--- config.mk ---
export PLATFORM = sky130hd
export DESIGN_NAME = cir_ctrl
export DESIGN_NICKNAME = d
export VERILOG_FILES = /design/src/rtl/core/cir_pkg.sv /design/src/rtl/core/cir_ctrl.sv
export SDC_FILE = /design/constraint.sdc
export NUM_CORES = 1
export LEC_CHECK = 0
export BUFFER_PORTS_ARGS = -buffer_cell sky130_fd_sc_hd__buf_2
export CAP_MARGIN = 15
export CORE_AREA = 2 2 39 41
export CTS_CLUSTER_DIAMETER = 200
export DETAILED_ROUTE_END_ITERATION = 16
export DIE_AREA = 0 0 41 43
export PLACE_DENSITY = 0.54
export SYNTH_ARGS = -nofsm -noshare
export SYNTH_HDL_FRONTEND = slang
export SYNTH_SLANG_ARGS = --single-unit
--- constraint.sdc ---
create_clock -name clk -period 1.75 [get_ports clk]
set_input_delay 0.2625 -clock clk [delete_from_list [all_inputs] [get_ports clk]]
set_output_delay 0.2625 -clock clk [all_outputs]
set_load 0.02 [all_outputs]
--- src/rtl/core/cir_pkg.sv ---
// Shared types and codes for the connection innovation registry.
// Holds the channel beat structs and the controller/datapath link structs.
// No dependencies.
package cir_pkg;

    // Fixed field widths
    localparam int unsigned NODE_W     = 16;
    localparam int unsigned CFG_DATA_W = 16;
    localparam int unsigned CFG_IDX_W  = 1;
    localparam int unsigned INNOV_W    = 8;
    localparam int unsigned STATUS_W   = 3;

    // Configuration register indexes
    localparam logic [CFG_IDX_W-1:0] REG_INPUT_COUNT  = 1'b0;
    localparam logic [CFG_IDX_W-1:0] REG_OUTPUT_COUNT = 1'b1;

    // Result status codes
    localparam logic [STATUS_W-1:0] ST_FOUND      = 3'd0;
    localparam logic [STATUS_W-1:0] ST_ADDED      = 3'd1;
    localparam logic [STATUS_W-1:0] ST_DST_INPUT  = 3'd2;
    localparam logic [STATUS_W-1:0] ST_SRC_OUTPUT = 3'd3;
    localparam logic [STATUS_W-1:0] ST_FULL       = 3'd4;

    typedef struct packed {
        logic [NODE_W-1:0] src_node;
        logic [NODE_W-1:0] dst_node;
    } in_beat_t;

    typedef struct packed {
        logic [INNOV_W-1:0]  innovation;
        logic [STATUS_W-1:0] status;
    } out_beat_t;

    // Controller -> datapath
    typedef struct packed {
        logic                req_load;
        logic                scan_start;
        logic                scan_en;
        logic                res_load;
        logic [STATUS_W-1:0] res_status;
        logic                append;
        logic                out_load;
    } cir_cmd_t;

    // Datapath -> controller
    typedef struct packed {
        logic dst_input;
        logic src_output;
        logic hit;
        logic scan_idle;
        logic full;
        logic out_free;
    } cir_sts_t;

endpackage

--- src/rtl/core/cir_ctrl.sv ---
// Controller for the connection innovation registry.
// Sequences check, table scan, append and result hand-off; depends on cir_pkg.
module cir_ctrl (
    input  logic              clk,
    input  logic              rst_n,
    input  logic              in_valid,
    output logic              in_stall,
    input  cir_pkg::cir_sts_t sts,
    output cir_pkg::cir_cmd_t cmd
);

    typedef enum logic [1:0] {
        S_IDLE,
        S_CHECK,
        S_SCAN,
        S_EMIT
    } state_t;

    state_t state_reg;
    state_t state_next;

    // Next state and commands
    always_comb
    begin
        state_next     = state_reg;
        cmd            = '0;
        cmd.res_status = cir_pkg::ST_FOUND;
        unique case (state_reg)
            S_IDLE:
            begin
                if (in_valid)
                begin
                    cmd.req_load = 1'b1;
                    state_next   = S_CHECK;
                end
            end
            S_CHECK:
            begin
                if (sts.dst_input)
                begin
                    cmd.res_load   = 1'b1;
                    cmd.res_status = cir_pkg::ST_DST_INPUT;
                    state_next     = S_EMIT;
                end
                else if (sts.src_output)
                begin
                    cmd.res_load   = 1'b1;
                    cmd.res_status = cir_pkg::ST_SRC_OUTPUT;
                    state_next     = S_EMIT;
                end
                else
                begin
                    cmd.scan_start = 1'b1;
                    state_next     = S_SCAN;
                end
            end
            S_SCAN:
            begin
                cmd.scan_en = 1'b1;
                if (sts.hit)
                begin
                    cmd.res_load   = 1'b1;
                    cmd.res_status = cir_pkg::ST_FOUND;
                    state_next     = S_EMIT;
                end
                else if (sts.scan_idle)
                begin
                    cmd.res_load = 1'b1;
                    if (sts.full)
                    begin
                        cmd.res_status = cir_pkg::ST_FULL;
                    end
                    else
                    begin
                        cmd.append     = 1'b1;
                        cmd.res_status = cir_pkg::ST_ADDED;
                    end
                    state_next = S_EMIT;
                end
            end
            S_EMIT:
            begin
                if (sts.out_free)
                begin
                    cmd.out_load = 1'b1;
                    state_next   = S_IDLE;
                end
            end
            default:
            begin
                state_next = S_IDLE;
            end
        endcase
    end

    // State register
    always_ff @(posedge clk or negedge rst_n)
    begin
        if (!rst_n)
        begin
            state_reg <= S_IDLE;
        end
        else
        begin
            state_reg <= state_next;
        end
    end

    assign in_stall = (state_reg != S_IDLE);

endmodule

==> qor.txt <==
Final period util = 0.972
Full die area = 1760 um^2
Clk Latency, worst-skew pair = 0.22 ns
CP required = 1.49 ns
WHS = 0.356 ns
Nets = 76
Post-Synth Adder-Cell Area = 0.244
Area of the multi-input gates = 263 um^2
Setup TNS = 0 ns
Area added between synthesis and finish = 57.7%
Drt wl/cell = 9.03 um
DRT Wirelength = 677 um
Yosys warns = 0
Sequential share of power = 0.135
Clock network power share = 0.128
RSZ-0062 raised after global routing = true
Worst Clk Skew = 0.000183 ns
Final Core Density = 0.351
Ys async rst share = 1.00
Critical Path Source Type = flip-flop
Largest net degree at the start of global routing = 6
CP max FO = 4
Worst Path Buf+Inv = 2
Vias in the first global route = 294
GPL Wtd Cong = 0.693
Crit path time final = 1.70 ns
Post-detail-place hpwl = 534 um
Sequential Area = 51.3 um^2
Crit path DAT = 1.44 ns
Cell depth of the worst flop-to-flop path = 5
Synth Net Count = 51
FILL cells = 148
Mapped Area = 308 um^2
Crit path cell chain = inv_2 -> ha_4 -> nor2b_4 -> nand3b_1 -> a21oi_2 -> buf_4
R2R Path Start = state_reg[0]$_DFFE_PN0P_
Fmax = 0.588 GHz
Max Buffers Root-to-Sink = 2
Power Dens Cells = 1610 nW/um^2
First-pass GRT wire length = 1.15 mm
Critical path endpoint category = primary output
Seq/Total Area, Yosys = 0.163
Status = complete, no violations
Leakage power = 0.255 nW
GRT overflow = 0
Hold Vio Cnt, Final = 0
Register-to-register path setup slack = 0.34 ns
Num rows = 14
Worst-path clk slew = 0.03 ns
Synth cell types = 19
Vias = 313
DRC = 0
Seq cells post-synth = 2
Internal = 0.000409 W
Antenna cells = 0
Global Route met1 Usage = 0.112
RR Endpoint = state_reg[0]$_DFFE_PN0P_
Mux cell area share after synthesis = 0.0325
Drt first pass iters = 1
H-tree depth = 1
GR Layer Usage met2 = 0.150
DR vias/cell = 4.17
Top FF cell, synth = dfrtp_1
Area leader, netlist = ha_1
Post-synth EDFFs = 0
Antenna viol nets, final = 0
Worst-Margin Slew = 0.236 ns
Io pins = 19
Detailed Route Iter0 Violations = 0
Placed Instance Area = 418 um^2
Starting Density = 0.222
Synth Area in Simple Gates = 0.407
Worst Hold Class = input pin to async pin
Die H = 43 um
Die width = 41 um
Num CTS Buffers = 3
Critical path class = flip-flop to primary output
Sink Count = 2
Top cells by area, synth = ha_1 (24%), dfrtp_1 (16%), nor2b_4 (8.9%)
Post-route cell area = 485 um^2
Max cap viols = 0
IO buf count = 18
Antenna violations before repair = 0
CTS root buf = clkbuf_4
Synth Area per Inst = 8.55 um^2
Slew Limit Fails = 0
Maximum vdd drop = 0.000421 V
Main combinational cell family by area after synthesis = simple AND/OR/NAND/NOR gates
Psw = 0.000374 W
Busiest grt layer = met2
Worst path max stage delay = 0.38 ns
Global-route usage over all layers = 0.0982
Layout cells sized above 1 = 0.559
Setup violators final = 0
Post-synthesis compound-gate area fraction = 0.0935
Synth Area in XOR/XNOR = 0
CP delay by family, top = flip-flops
Slew Limit Headroom = 0.841
CP max-delay cell = dfrtp_1
Max reg flops = 2
Yosys top cell area share = 0.244
Gate power share = 0.737
Core ar. = 1380 um^2
CTS tree = done
Post-Synthesis Cells = 36
Sw Ratio = 0.478
Met3 Track Usage GR = 0.0157
## power by group through the flow
stage          clock (W)  sequential (W)  combinational (W)
3_5_place_dp           0        0.000104           0.000524
3_3_place_gp           0        0.000105           0.000524
4_1_cts         0.000109       0.0000954           0.000560
2_1_floorplan          0       0.0000966           0.000396
5_1_grt         0.000110        0.000111           0.000657
6_report        0.000100        0.000106           0.000577
## final cells by class
| type | count | share of cell area |
|---|---|---|
| clock buffers | 3 | 0.0464 |
| well taps | 16 | 0.0412 |
| flip-flops and latches | 2 | 0.106 |
| multi-input cells | 29 | 0.541 |
| repair buffers | 20 | 0.227 |
| inverters | 5 | 0.0387 |
## per-layer routing
metal / vias up / share of wire
li1: 168 / -
met1: 141 / 0.36
met2: 4 / 0.60
met3: 0 / 0.035
met4: 0 / 0
met5: - / 0
## cell usage in the layout, fill, tap and decap left out, drive strengths merged, types with 3 or more instances in the layout
master and instances:
clkbuf 3, nor2b 3, ha 6, inv 5, nor2 3, buf 19, nor3b 3
## how the worst max path moves through the flow
stage,slack (ns),to,cells after the start,startpoint
global placement,0.16,cmd[2],6,state_reg[0]$_DFFE_PN0P_
CTS,0.0003,cmd[2],6,state_reg[0]$_DFFE_PN0P_
finish,0.05,cmd[2],6,state_reg[0]$_DFFE_PN0P_
floorplan,0.02,cmd[2],5,state_reg[0]$_DFFE_PN0P_
detailed placement,0.11,cmd[2],6,state_reg[0]$_DFFE_PN0P_
global route,-0.05,cmd[2],6,state_reg[0]$_DFFE_PN0P_
## synth_stat cells (2+ instances only)
library cell and n:
dfrtp_1 2, nand2_1 2, a21oi_1 2, inv_1 5
nor2_1 3, nor2b_4 2, nor3b_1 2, nand3b_1 2
ha_1 6
## per-stage QoR
stage | total power, W | setup WS (ns) | instances
final | 0.000783 | 0.0494 | 75
after global routing | 0.000878 | -0.0474 | 75
after CTS | 0.000765 | 0.000346 | 75
after detailed placement | 0.000629 | 0.108 | 70
after global placement | 0.000629 | 0.161 | 70
after floorplan | 0.000493 | 0.0155 | 36
## what timing repair did
action | CTS | global route
hold buffers | 1 | 0
gates resized for setup | 2 | 7
pin swaps | 0 | 1
hold endpoints to repair | 2 | 0
endpoints found under the setup margin | 3 | 5
setup buffers | 1 | 0
## kinds of logic after synthesis
logic type | after synthesis
AO/OA/AOI/OAI | 5
adder cells (fa/ha/maj) | 6
buffers and inverters | 5
flip-flops | 2
multiplexers | 1
AND/OR/NAND/NOR | 17
(Power assumes the default switching activity.)
